[src/rtl/rps_pkg.sv]
// rps_pkg: shared types and constants of the rtp packet serializer
// used by rps_ctrl, rps_dp and rtp_packet_serializer; no dependencies
package rps_pkg;

    // item kinds on the input tuser
    localparam logic [1:0] OP_HDR = 2'd0;
    localparam logic [1:0] OP_EXT = 2'd1;
    localparam logic [1:0] OP_PAY = 2'd2;

    // configuration register indexes
    localparam logic [1:0] CFG_STREAM_SSRC = 2'd0;
    localparam logic [1:0] CFG_PAYLOAD_TYPE = 2'd1;
    localparam logic [1:0] CFG_RETX_SSRC = 2'd2;
    localparam logic [1:0] CFG_RETX_PT = 2'd3;

    // saturation limits of the declared lengths
    localparam int MAX_PAD = 63;
    localparam int MAX_EXT_BYTES = 1023;

    // header buffer: 12 fixed bytes plus extension header or original sequence
    localparam int HDR_BYTES = 16;
    localparam int HDR_CNT_W = 5;

    typedef enum logic [2:0] {
        ST_IDLE,
        ST_EXT,
        ST_PAY,
        ST_HDR,
        ST_FILL,
        ST_OSEQ,
        ST_PAD
    } t_state;

    typedef enum logic [2:0] {
        SEL_DATA,
        SEL_HDR,
        SEL_ZERO,
        SEL_OSEQ,
        SEL_PADCNT
    } t_sel;

    typedef struct packed {
        logic hdr_load;
        logic hdr_shift;
        logic mod4_inc;
        logic cnt_load_pad;
        logic cnt_load_oseq;
        logic cnt_dec;
        logic out_load;
        t_sel out_sel;
        logic out_last;
        logic out_run_end;
    } t_dp_cmd;

    typedef struct packed {
        logic out_free;
        logic hdr_last;
        logic ext_on;
        logic retx_mode;
        logic mod4_wrap;
        logic pad_zero;
        logic cnt_one;
    } t_dp_stat;

endpackage

[src/rtl/rps_ctrl.sv]
// rps_ctrl: packet phase state machine of the rtp packet serializer
// depends on rps_pkg; drives rps_dp through t_dp_cmd and reads t_dp_stat
module rps_ctrl
    import rps_pkg::*;
(
    input  logic       i_clk,
    input  logic       i_rst_n,
    input  logic       i_in_valid,
    input  logic [1:0] i_op,
    input  logic       i_final,
    output logic       o_in_ready,
    input  t_dp_stat   i_stat,
    output t_dp_cmd    o_cmd
);

    t_state r_state;
    t_state n_state;
    logic   in_acc;

    // items are taken only in a phase state with room at the output
    assign o_in_ready = i_stat.out_free &&
                        (r_state == ST_IDLE || r_state == ST_EXT || r_state == ST_PAY);
    assign in_acc = i_in_valid && o_in_ready;

    // state register
    always_ff @(posedge i_clk) begin
        if (!i_rst_n) begin
            r_state <= ST_IDLE;
        end else begin
            r_state <= n_state;
        end
    end

    // next state
    always_comb begin
        n_state = r_state;
        case (r_state)
            ST_IDLE, ST_EXT, ST_PAY: begin
                if (in_acc) begin
                    if (i_op == OP_HDR) begin
                        n_state = ST_HDR;
                    end else if (i_op == OP_EXT && r_state == ST_EXT && i_final) begin
                        if (!i_stat.mod4_wrap) n_state = ST_FILL;
                        else if (i_stat.retx_mode) n_state = ST_OSEQ;
                        else n_state = ST_PAY;
                    end else if (i_op == OP_PAY && r_state == ST_PAY && i_final) begin
                        n_state = i_stat.pad_zero ? ST_IDLE : ST_PAD;
                    end
                end
            end
            ST_HDR: begin
                if (i_stat.out_free && i_stat.hdr_last)
                    n_state = i_stat.ext_on ? ST_EXT : ST_PAY;
            end
            ST_FILL: begin
                if (i_stat.out_free && i_stat.mod4_wrap)
                    n_state = i_stat.retx_mode ? ST_OSEQ : ST_PAY;
            end
            ST_OSEQ: begin
                if (i_stat.out_free && i_stat.cnt_one) n_state = ST_PAY;
            end
            ST_PAD: begin
                if (i_stat.out_free && i_stat.cnt_one) n_state = ST_IDLE;
            end
            default: n_state = ST_IDLE;
        endcase
    end

    // datapath commands
    always_comb begin
        o_cmd = '0;
        o_cmd.out_sel = SEL_DATA;
        case (r_state)
            ST_IDLE, ST_EXT, ST_PAY: begin
                if (in_acc) begin
                    if (i_op == OP_HDR) begin
                        o_cmd.hdr_load = 1'b1;
                    end else if (i_op == OP_EXT && r_state == ST_EXT) begin
                        o_cmd.out_load = 1'b1;
                        o_cmd.mod4_inc = 1'b1;
                        if (!i_final) begin
                            o_cmd.out_run_end = 1'b1;
                        end else if (i_stat.mod4_wrap) begin
                            o_cmd.cnt_load_oseq = i_stat.retx_mode;
                            o_cmd.out_run_end = !i_stat.retx_mode;
                        end
                    end else if (i_op == OP_PAY && r_state == ST_PAY) begin
                        o_cmd.out_load = 1'b1;
                        if (!i_final) begin
                            o_cmd.out_run_end = 1'b1;
                        end else if (i_stat.pad_zero) begin
                            o_cmd.out_last = 1'b1;
                            o_cmd.out_run_end = 1'b1;
                        end else begin
                            o_cmd.cnt_load_pad = 1'b1;
                        end
                    end
                end
            end
            ST_HDR: begin
                if (i_stat.out_free) begin
                    o_cmd.out_load = 1'b1;
                    o_cmd.out_sel = SEL_HDR;
                    o_cmd.hdr_shift = 1'b1;
                    o_cmd.out_run_end = i_stat.hdr_last;
                end
            end
            ST_FILL: begin
                if (i_stat.out_free) begin
                    o_cmd.out_load = 1'b1;
                    o_cmd.out_sel = SEL_ZERO;
                    o_cmd.mod4_inc = 1'b1;
                    if (i_stat.mod4_wrap) begin
                        o_cmd.cnt_load_oseq = i_stat.retx_mode;
                        o_cmd.out_run_end = !i_stat.retx_mode;
                    end
                end
            end
            ST_OSEQ: begin
                if (i_stat.out_free) begin
                    o_cmd.out_load = 1'b1;
                    o_cmd.out_sel = SEL_OSEQ;
                    o_cmd.cnt_dec = 1'b1;
                    o_cmd.out_run_end = i_stat.cnt_one;
                end
            end
            ST_PAD: begin
                if (i_stat.out_free) begin
                    o_cmd.out_load = 1'b1;
                    o_cmd.out_sel = i_stat.cnt_one ? SEL_PADCNT : SEL_ZERO;
                    o_cmd.cnt_dec = 1'b1;
                    o_cmd.out_last = i_stat.cnt_one;
                    o_cmd.out_run_end = i_stat.cnt_one;
                end
            end
            default: o_cmd = '0;
        endcase
    end

endmodule

[src/rtl/rps_dp.sv]
// rps_dp: datapath of the rtp packet serializer: config registers, header
// buffer, packet counters and output register; depends on rps_pkg
module rps_dp
    import rps_pkg::*;
(
    input  logic        i_clk,
    input  logic        i_rst_n,
    input  logic        i_cfg_we,
    input  logic [1:0]  i_cfg_index,
    input  logic [31:0] i_cfg_data,
    input  logic        i_marker,
    input  logic        i_retransmit,
    input  logic [15:0] i_seq_number,
    input  logic [15:0] i_retx_seq_number,
    input  logic [31:0] i_time_stamp,
    input  logic [5:0]  i_pad_count,
    input  logic [15:0] i_ext_profile,
    input  logic [9:0]  i_ext_byte_count,
    input  logic [7:0]  i_data_byte,
    input  t_dp_cmd     i_cmd,
    output t_dp_stat    o_stat,
    input  logic        i_out_ready,
    output logic        o_out_valid,
    output logic [7:0]  o_out_byte,
    output logic        o_out_last,
    output logic        o_out_run_end
);

    localparam logic [16:0] MAX_EXT17 = 17'(MAX_EXT_BYTES);
    localparam logic [5:0]  MAX_PAD6 = 6'(MAX_PAD);

    logic [31:0] r_stream_ssrc;
    logic [6:0]  r_payload_type;
    logic [31:0] r_retx_ssrc;
    logic [6:0]  r_retx_pt;

    logic [HDR_BYTES*8-1:0] r_hdr_sh;
    logic [HDR_CNT_W-1:0]   r_hdr_left;
    logic                   r_ext_on;
    logic                   r_retx_mode;
    logic [15:0]            r_orig_seq;
    logic [5:0]             r_pad_left;
    logic [1:0]             r_mod4;
    logic [5:0]             r_cnt;

    logic       r_out_valid;
    logic [7:0] r_out_byte;
    logic       r_out_last;
    logic       r_out_run_end;

    logic [16:0] ext_sat;
    logic [17:0] ext_round;
    logic [15:0] ext_words;
    logic [5:0]  pad_sat;
    logic [15:0] hdr_word;
    logic [6:0]  pt_sel;
    logic [31:0] ssrc_sel;
    logic [15:0] seq_sel;
    logic [31:0] tail;
    logic [HDR_BYTES*8-1:0] hdr_img;
    logic [HDR_CNT_W-1:0]   hdr_len;
    logic [1:0]  mod4_next;
    logic [7:0]  out_mux;

    // configuration registers
    always_ff @(posedge i_clk) begin
        if (!i_rst_n) begin
            r_stream_ssrc  <= '0;
            r_payload_type <= '0;
            r_retx_ssrc    <= '0;
            r_retx_pt      <= 7'd1;
        end else if (i_cfg_we) begin
            case (i_cfg_index)
                CFG_STREAM_SSRC:  r_stream_ssrc <= i_cfg_data;
                CFG_PAYLOAD_TYPE: r_payload_type <= i_cfg_data[6:0];
                CFG_RETX_SSRC:    r_retx_ssrc <= i_cfg_data;
                CFG_RETX_PT:      r_retx_pt <= i_cfg_data[6:0];
                default:          r_retx_pt <= r_retx_pt;
            endcase
        end
    end

    // header image from the header item fields
    always_comb begin
        ext_sat   = ({7'd0, i_ext_byte_count} > MAX_EXT17) ? MAX_EXT17
                                                           : {7'd0, i_ext_byte_count};
        ext_round = {1'b0, ext_sat} + 18'd3;
        ext_words = ext_round[17:2];
        pad_sat   = (i_pad_count > MAX_PAD6) ? MAX_PAD6 : i_pad_count;
        pt_sel    = i_retransmit ? r_retx_pt : r_payload_type;
        ssrc_sel  = i_retransmit ? r_retx_ssrc : r_stream_ssrc;
        seq_sel   = i_retransmit ? i_retx_seq_number : i_seq_number;
        hdr_word  = {2'b10, (pad_sat != 6'd0), (ext_sat != 17'd0), 4'd0, i_marker, pt_sel};
        if (ext_sat != 17'd0) begin
            tail    = {ext_words[7:0], ext_words[15:8], i_ext_profile[7:0],
                       i_ext_profile[15:8]};
            hdr_len = HDR_CNT_W'(HDR_BYTES);
        end else if (i_retransmit) begin
            tail    = {16'd0, i_seq_number[7:0], i_seq_number[15:8]};
            hdr_len = HDR_CNT_W'(HDR_BYTES - 2);
        end else begin
            tail    = '0;
            hdr_len = HDR_CNT_W'(HDR_BYTES - 4);
        end
        // byte 0 goes out first and sits in the lowest bits
        hdr_img = {tail,
                   ssrc_sel[7:0], ssrc_sel[15:8], ssrc_sel[23:16], ssrc_sel[31:24],
                   i_time_stamp[7:0], i_time_stamp[15:8], i_time_stamp[23:16],
                   i_time_stamp[31:24],
                   seq_sel[7:0], seq_sel[15:8], hdr_word[7:0], hdr_word[15:8]};
    end

    // header buffer and per-packet state
    always_ff @(posedge i_clk) begin
        if (!i_rst_n) begin
            r_hdr_left  <= '0;
            r_ext_on    <= 1'b0;
            r_retx_mode <= 1'b0;
            r_orig_seq  <= '0;
            r_pad_left  <= '0;
            r_mod4      <= '0;
            r_cnt       <= '0;
        end else begin
            if (i_cmd.hdr_load) begin
                r_hdr_left  <= hdr_len;
                r_ext_on    <= (ext_sat != 17'd0);
                r_retx_mode <= i_retransmit;
                r_orig_seq  <= i_seq_number;
                r_pad_left  <= pad_sat;
                r_mod4      <= '0;
            end else begin
                if (i_cmd.hdr_shift) r_hdr_left <= r_hdr_left - 1'b1;
                if (i_cmd.mod4_inc) r_mod4 <= mod4_next;
            end
            if (i_cmd.cnt_load_pad) r_cnt <= r_pad_left;
            else if (i_cmd.cnt_load_oseq) r_cnt <= 6'd2;
            else if (i_cmd.cnt_dec) r_cnt <= r_cnt - 1'b1;
        end
    end

    // header bytes shift toward the low end
    always_ff @(posedge i_clk) begin
        if (i_cmd.hdr_load) r_hdr_sh <= hdr_img;
        else if (i_cmd.hdr_shift) r_hdr_sh <= {8'd0, r_hdr_sh[HDR_BYTES*8-1:8]};
    end

    assign mod4_next = r_mod4 + 2'd1;

    // output byte select
    always_comb begin
        case (i_cmd.out_sel)
            SEL_DATA:   out_mux = i_data_byte;
            SEL_HDR:    out_mux = r_hdr_sh[7:0];
            SEL_ZERO:   out_mux = 8'd0;
            SEL_OSEQ:   out_mux = r_cnt[0] ? r_orig_seq[7:0] : r_orig_seq[15:8];
            SEL_PADCNT: out_mux = {2'd0, r_pad_left};
            default:    out_mux = 8'd0;
        endcase
    end

    // output register
    always_ff @(posedge i_clk) begin
        if (!i_rst_n) begin
            r_out_valid <= 1'b0;
        end else if (i_cmd.out_load) begin
            r_out_valid <= 1'b1;
        end else if (i_out_ready) begin
            r_out_valid <= 1'b0;
        end
    end

    always_ff @(posedge i_clk) begin
        if (i_cmd.out_load) begin
            r_out_byte    <= out_mux;
            r_out_last    <= i_cmd.out_last;
            r_out_run_end <= i_cmd.out_run_end;
        end
    end

    assign o_out_valid   = r_out_valid;
    assign o_out_byte    = r_out_byte;
    assign o_out_last    = r_out_last;
    assign o_out_run_end = r_out_run_end;

    // status toward the controller
    assign o_stat.out_free  = !r_out_valid || i_out_ready;
    assign o_stat.hdr_last  = (r_hdr_left == HDR_CNT_W'(1));
    assign o_stat.ext_on    = r_ext_on;
    assign o_stat.retx_mode = r_retx_mode;
    assign o_stat.mod4_wrap = (mod4_next == 2'd0);
    assign o_stat.pad_zero  = (r_pad_left == 6'd0);
    assign o_stat.cnt_one   = (r_cnt == 6'd1);

endmodule

[src/rtl/rtp_packet_serializer.sv]
// rtp_packet_serializer: top level, turns header, extension and payload items
// into an rtp byte stream; depends on rps_pkg, rps_ctrl and rps_dp
//
// usage:
//   slave channel takes items; tuser is the kind (header, extension byte,
//   payload byte), tlast marks the last extension or payload byte
//   master channel gives one packet byte per item; tlast ends the packet,
//   tuser marks the last byte caused by one input item
//   config channel writes ssrc and payload type registers; always ready
// timing:
//   a header item is taken, then its 12 to 16 header bytes leave one a cycle
//   while the master is ready; the input is held off for that run
//   extension and payload bytes pass at one byte per cycle while tready is high,
//   through the output register; closing runs (extension zero fill, original
//   sequence, padding of up to 63 bytes) go out with the input held off
//   the single output register sets the rate: one byte per cycle when unstalled
// reset: synchronous, active low; phase idle, registers at reset values
// stall: a low master tready holds the output byte and the input tready
module rtp_packet_serializer
    import rps_pkg::*;
(
    input  logic         i_clk,
    input  logic         i_rst_n,
    // config write channel
    input  logic         i_cfg_valid,
    output logic         o_cfg_ready,
    input  logic [1:0]   i_cfg_index,
    input  logic [31:0]  i_cfg_data,
    // slave items
    input  logic         i_s_tvalid,
    output logic         o_s_tready,
    // tdata: marker, retransmit, seq_number, retx_seq_number, time_stamp,
    //        pad_count, ext_profile, ext_byte_count, data_byte, zero fill
    input  logic [111:0] i_s_tdata,
    // tuser: op
    input  logic [1:0]   i_s_tuser,
    // tlast: final_flag
    input  logic         i_s_tlast,
    // master items
    output logic         o_m_tvalid,
    input  logic         i_m_tready,
    // tdata: out_byte
    output logic [7:0]   o_m_tdata,
    // tuser: run_end
    output logic         o_m_tuser,
    // tlast: packet_end
    output logic         o_m_tlast
);

    t_dp_cmd  cmd;
    t_dp_stat stat;

    assign o_cfg_ready = 1'b1;

    // phase controller
    rps_ctrl u_ctrl (
        .i_clk      (i_clk),
        .i_rst_n    (i_rst_n),
        .i_in_valid (i_s_tvalid),
        .i_op       (i_s_tuser),
        .i_final    (i_s_tlast),
        .o_in_ready (o_s_tready),
        .i_stat     (stat),
        .o_cmd      (cmd)
    );

    // datapath
    rps_dp u_dp (
        .i_clk             (i_clk),
        .i_rst_n           (i_rst_n),
        .i_cfg_we          (i_cfg_valid),
        .i_cfg_index       (i_cfg_index),
        .i_cfg_data        (i_cfg_data),
        .i_marker          (i_s_tdata[0]),
        .i_retransmit      (i_s_tdata[1]),
        .i_seq_number      (i_s_tdata[17:2]),
        .i_retx_seq_number (i_s_tdata[33:18]),
        .i_time_stamp      (i_s_tdata[65:34]),
        .i_pad_count       (i_s_tdata[71:66]),
        .i_ext_profile     (i_s_tdata[87:72]),
        .i_ext_byte_count  (i_s_tdata[97:88]),
        .i_data_byte       (i_s_tdata[105:98]),
        .i_cmd             (cmd),
        .o_stat            (stat),
        .i_out_ready       (i_m_tready),
        .o_out_valid       (o_m_tvalid),
        .o_out_byte        (o_m_tdata),
        .o_out_last        (o_m_tlast),
        .o_out_run_end     (o_m_tuser)
    );

endmodule
[config.mk]
export PLATFORM = sky130hd
export DESIGN_NAME = rtp_packet_serializer
export DESIGN_NICKNAME = d
export VERILOG_FILES = /design/src/rtl/rps_pkg.sv /design/src/rtl/rps_ctrl.sv /design/src/rtl/rps_dp.sv /design/src/rtl/rtp_packet_serializer.sv
export SDC_FILE = /design/constraint.sdc
export NUM_CORES = 1
export LEC_CHECK = 0
export ABC_AREA = 1
export BUFFER_PORTS_ARGS = -buffer_cell sky130_fd_sc_hd__buf_4
export CORE_ASPECT_RATIO = 0.9
export CORE_MARGIN = 5
export CORE_UTILIZATION = 34
export CTS_CLUSTER_SIZE = 20
export DETAILED_ROUTE_END_ITERATION = 8
export PLACE_DENSITY = 0.5
export SYNTH_ARGS = -nofsm -noshare
export SYNTH_HDL_FRONTEND = slang
export SYNTH_HIERARCHICAL = 1
export SYNTH_SLANG_ARGS = --single-unit
export TNS_END_PERCENT = 10
[constraint.sdc]
create_clock -name i_clk -period 10.5 [get_ports i_clk]
set_input_delay 2.1 -clock i_clk [delete_from_list [all_inputs] [get_ports i_clk]]
set_output_delay 2.1 -clock i_clk [all_outputs]
set_load 0.01 [all_outputs]
* Word-level counts from Yosys, hierarchy flattened
Cells that the tools add are included.
** Operators by class
- Add/subtract/negate cells :: 4
- $lt $le $gt $ge :: 1
- Eq/ne operators :: 22
- Mux-type cells :: 78
- Bitwise operators :: 1
- Reductions and logical operators :: 33
** Operators with widths (number)
- $mux W128 :: 2
- $mux W32 :: 2
- $mux W3 :: 14
- $mux W16 :: 2
- $pmux W8 S4 :: 1
- $mux W1 :: 30
- $mux W6 :: 4
- $mux W5 :: 4
- $reduce_bool A17 Y1 :: 1
- $pmux W3 S5 :: 1
- $mux W7 :: 2
- $eq A3 B3 Y1 const B :: 4
- $mux W2 :: 6
- $pmux W3 S4 :: 1
- $add A10 B2 Y11 const B :: 1
- $ne A2 B1 Y1 const B :: 5
- $pmux W1 S5 :: 2
- $reduce_bool A10 Y1 :: 1
- $eq A3 B2 Y1 const B :: 3
- $logic_and A1 B1 Y1 :: 9
- $mux W4 :: 2
- $mux W8 :: 1
- $pmux W1 S2 :: 4
- $reduce_and A2 Y1 :: 4
- other kinds (22) :: 33
** Storage, ports and cells
- Register bits after elaboration :: 257
- Output and inout port bits :: 13

* Longest topological paths before layout
- Depth in word-level cells :: 10
- Mapped depth :: 15
- Mapped depth without buffers :: 13

* By module
Netlist, hierarchy kept.
** By module, submodules not included
- rps_dp :: instances 1, cells each 1198, area each 10837.9 um^2, seq. area each 6406.1 um^2
- rps_ctrl :: instances 1, cells each 111, area each 604.3 um^2, seq. area each 60.1 um^2
- rtp_packet_serializer :: instances 1, cells each 2, area each 11.3 um^2, seq. area each 0.0 um^2

* Worst setup path before layout
No wires, ideal clock.
- Kind :: input port to flip-flop
- Start point :: input i_m_tready
- End point :: register u_dp.r_hdr_sh[0]
- Setup time :: 120 ps
- Arrival :: 6412 ps
- Required time :: 10380 ps
- Path slack :: 3968 ps
- Stages :: 11
- Path buffers :: 1
- Cells stage by stage :: inv_1 nand2_1 inv_1 nor2_4 nand2_4 nor2_1 buf_2 inv_2 nand2_1 inv_1 a22o_1
** RTL lines
- start, declared :: RTL line rtp_packet_serializer.sv:41 : input logic i_m_tready,
- end signal, assigned :: RTL line rps_dp.sv:143 : if (i_cmd.hdr_load) r_hdr_sh <= hdr_img;
- end signal, assigned :: RTL line rps_dp.sv:144 : else if (i_cmd.hdr_shift) r_hdr_sh <= {8'd0, r_hdr_sh[HDR_BYTES*8-1:8]};
- end, declared :: RTL line rps_dp.sv:37 : logic [HDR_BYTES*8-1:0] r_hdr_sh;

==> results.py <==
metrics = {
    "detailed_routing": {
        "remaining_drc_errors": 0,
        "routedWlPerCell_um": 18.0,
        "dr.pass1.iters": 5,
        "drt_wl_total_um": 33800,
        "ant_nets": 0,
        "drt_iter0_markers": 674,
        "vias": 9262,
        "vias_per_cell": 4.93,
    },
    "pwr": {
        "power_leakage_nw": 5.51,
        "powerDensity_mw_per_mm2": 165,
        "total_power_mw": 2.27,
        "peakVddDrop_mv": 0.110,
    },
    "floorplan": {
        "rows": 63,
        "die-area_mm2": 0.0375,
        "core_mm2": 0.0331,
        "io_pins": 167,
        "die_y_um": 184,
        "die_w_um": 203,
        "initial_core_util": 0.346,
    },
    "global_routing": {
        "overflow": 0,
        "grt_max_degree": 95,
        "grt_pass1_vias": 8874,
        "grt_use_total": 0.175,
        "grt_pass1_wl_um": 51900,
        "antenna_found_initial": 0,
    },
    "cts": {
        "cts-root-buf": "clkbuf_16",
        "cts.sinks": 257,
        "tritoncts": "done",
        "post_cts_buffers": 0,
        "worstSkewPairLatency_ns": 0.53,
        "cts_resized": 0,
        "cts.path.max_buffers": 3,
        "cts_hold_buf": 0,
        "cts_buffers": 28,
        "cts_max_level": 1,
        "path_clk_slew_ns": 0.06,
    },
    "logic_synthesis": {
        "synthCells": 1311,
        "ys.flop_type": "edfxtp_1",
        "yosysSeqAreaShare": 0.565,
        "synth_seq_cells": 257,
        "synth_cell_types": 41,
        "synth_async_sr_flop_share": 0,
        "syn_avg_cell_area_um2": 8.74,
        "synth_warnings": 6,
        "netlist_area_mm2": 0.0115,
        "synth_edf_count": 132,
        "syn-num-nets": 1470,
    },
    "place": {
        "placedCellCount": 1828,
        "dpl.hpwl_um": 23000,
        "numPortBuffers": 159,
        "place_congestion": 0.814,
    },
    "sta": {
        "clock_skew_ns": 0.00876,
        "clock.fmax_mhz": 182,
        "final-hold-violation-count": 0,
        "setup-violations-final": 0,
        "fin_setup_tns_ns": 0,
        "max_slew_margin": 0.370,
        "rsz0062_at_grt": "false",
        "timing.hold.ws_ns": 0.444,
        "tightest_slew_ns": 0.945,
        "slew_violations": 0,
        "min_period_over_period": 0.522,
        "fin_crit_ns": 5.48,
    },
    "status": {
        "status": "completed",
    },
    "critical_path": {
        "crit_path_start_kind": "primary input",
        "path_buf_inv": 7,
        "path_cells": "buf_4, inv_1, nand2_1, inv_1, nor2_4, nand2_4, nor2_4, buf_4, inv_2, nand2_1, clkinv_2, buf_4, nand2_1, o21ai_0",
        "cp-end-kind": "register",
        "critPathKind": "in -> reg",
        "worst-path-max-fanout": 60,
        "max_stage_delay_ns": 0.66,
        "cp.required_ns": 10.76,
        "cp_top_family": "buffers and inverters",
        "arrival_ns": 5.74,
        "crit_slowest_cell": "clkinv_2",
    },
    "final_layout": {
        "antennaDiodeCount": 0,
        "layout_commonest_cell": "nand2_1",
        "area_growth_pct": 20.5,
        "nets": 1595,
        "final_cell_count_no_fill": 1880,
        "drive_gt1_frac": 0.168,
        "final_cell_mix": "238 x nand2_1, 181 x nor2_1, 167 x buf_4",
    },
    "run": {
        "cap_violations": 0,
    },
    "hold_path": {
        "min_path_type": "reg -> reg",
    },
}
[flip-flops by register name, indices dropped and copies added (netlist names), 2 cells and up]
signal               count
u_ctrl/r_state           3
u_dp/o_out_byte          8
u_dp/r_cnt               6
u_dp/r_hdr_left          5
u_dp/r_hdr_sh          128
u_dp/r_mod4              2
u_dp/r_orig_seq         16
u_dp/r_pad_left          6
u_dp/r_payload_type      7
u_dp/r_retx_pt           7
u_dp/r_retx_ssrc        32
u_dp/r_stream_ssrc      32
[power breakdown]
part | leakage [nW] | switching (mW) | internal, mW | total, mW
Combinational | 2.83 | 0.119 | 0.0781 | 0.197
Clock | 0.434 | 0.391 | 0.564 | 0.955
Sequential | 2.25 | 0.0191 | 1.10 | 1.12
[Yosys cell counts, types with 15 or more instances]
cell      number  area [um2]
nand3_1       59         295
dfxtp_1      125        2500
nand2_1      239         897
inv_1        109         409
o22ai_1       27         169
o21ai_0      166         831
a22o_1        36         315
o21ai_1       15        75.1
nor2_1       182         683
a21oi_1       73         365
buf_2         21         105
clkbuf_1      38         143
edfxtp_1     132        3960
[per-stage QoR]
step           utilization  worst slack, ns  instance area (um2)
2_1_floorplan            -             3.97                11500
5_1_grt              0.417             4.66                13800
4_1_cts              0.417             5.06                13800
6_report             0.417             5.02                13800
3_3_place_gp         0.390             4.51                12900
3_5_place_dp         0.390             4.50                12900
[tightest hold or removal path: stages (launching register included)]
cell and delay [ns]:
dfxtp_1 0.31, inv_1 0.05, a21oi_1 0.05
[final timing paths]
check                           depth (start not counted)                 start                    to  slack [ns]
worst min-delay path                                    2  u_dp/r_retx_ssrc[14]  u_dp/r_retx_ssrc[14]        0.44
worst max register to register                         12      u_dp/o_out_valid     u_dp/r_hdr_sh[67]        6.38
worst min register to register                          2  u_dp/r_retx_ssrc[14]  u_dp/r_retx_ssrc[14]        0.44
worst max-delay path                                   14            i_m_tready     u_dp/r_hdr_sh[67]        5.02
[final cells by class]
class / instances / area [um2]
fillers: 3429 / 19300
flip-flops and latches: 257 / 6470
multi-input cells: 866 / 4220
repair buffers: 167 / 1250
clock buffers: 43 / 828
well taps: 422 / 528
inverters: 116 / 437
clock inverters: 9 / 66.3
[kinds of logic (layout without fill, tap and decap cells)]
family	Yosys count	after routing	share of synthesized area
and+or+nand+nor	522	522	0.193
AOI/OAI and AO/OA	334	334	0.165
DFF	257	257	0.565
buffers and inverters	188	335	0.0685
adders and majority gates	5	5	0.00546
xor gates and xnor gates	4	4	0.00306
other	1	1	0.000327
[layer usage]
| layer | vias up | wire length [um] | global-route usage |
|---|---|---|---|
| li1 | 4674 | - | - |
| met1 | 4330 | 16800 | 0.271 |
| met2 | 228 | 14400 | 0.261 |
| met3 | 30 | 2050 | 0.0297 |
| met4 | 0 | 548 | 0.0308 |
| met5 | - | 0 | 0 |
Note: power is estimated with default switching activity, not from simulation.
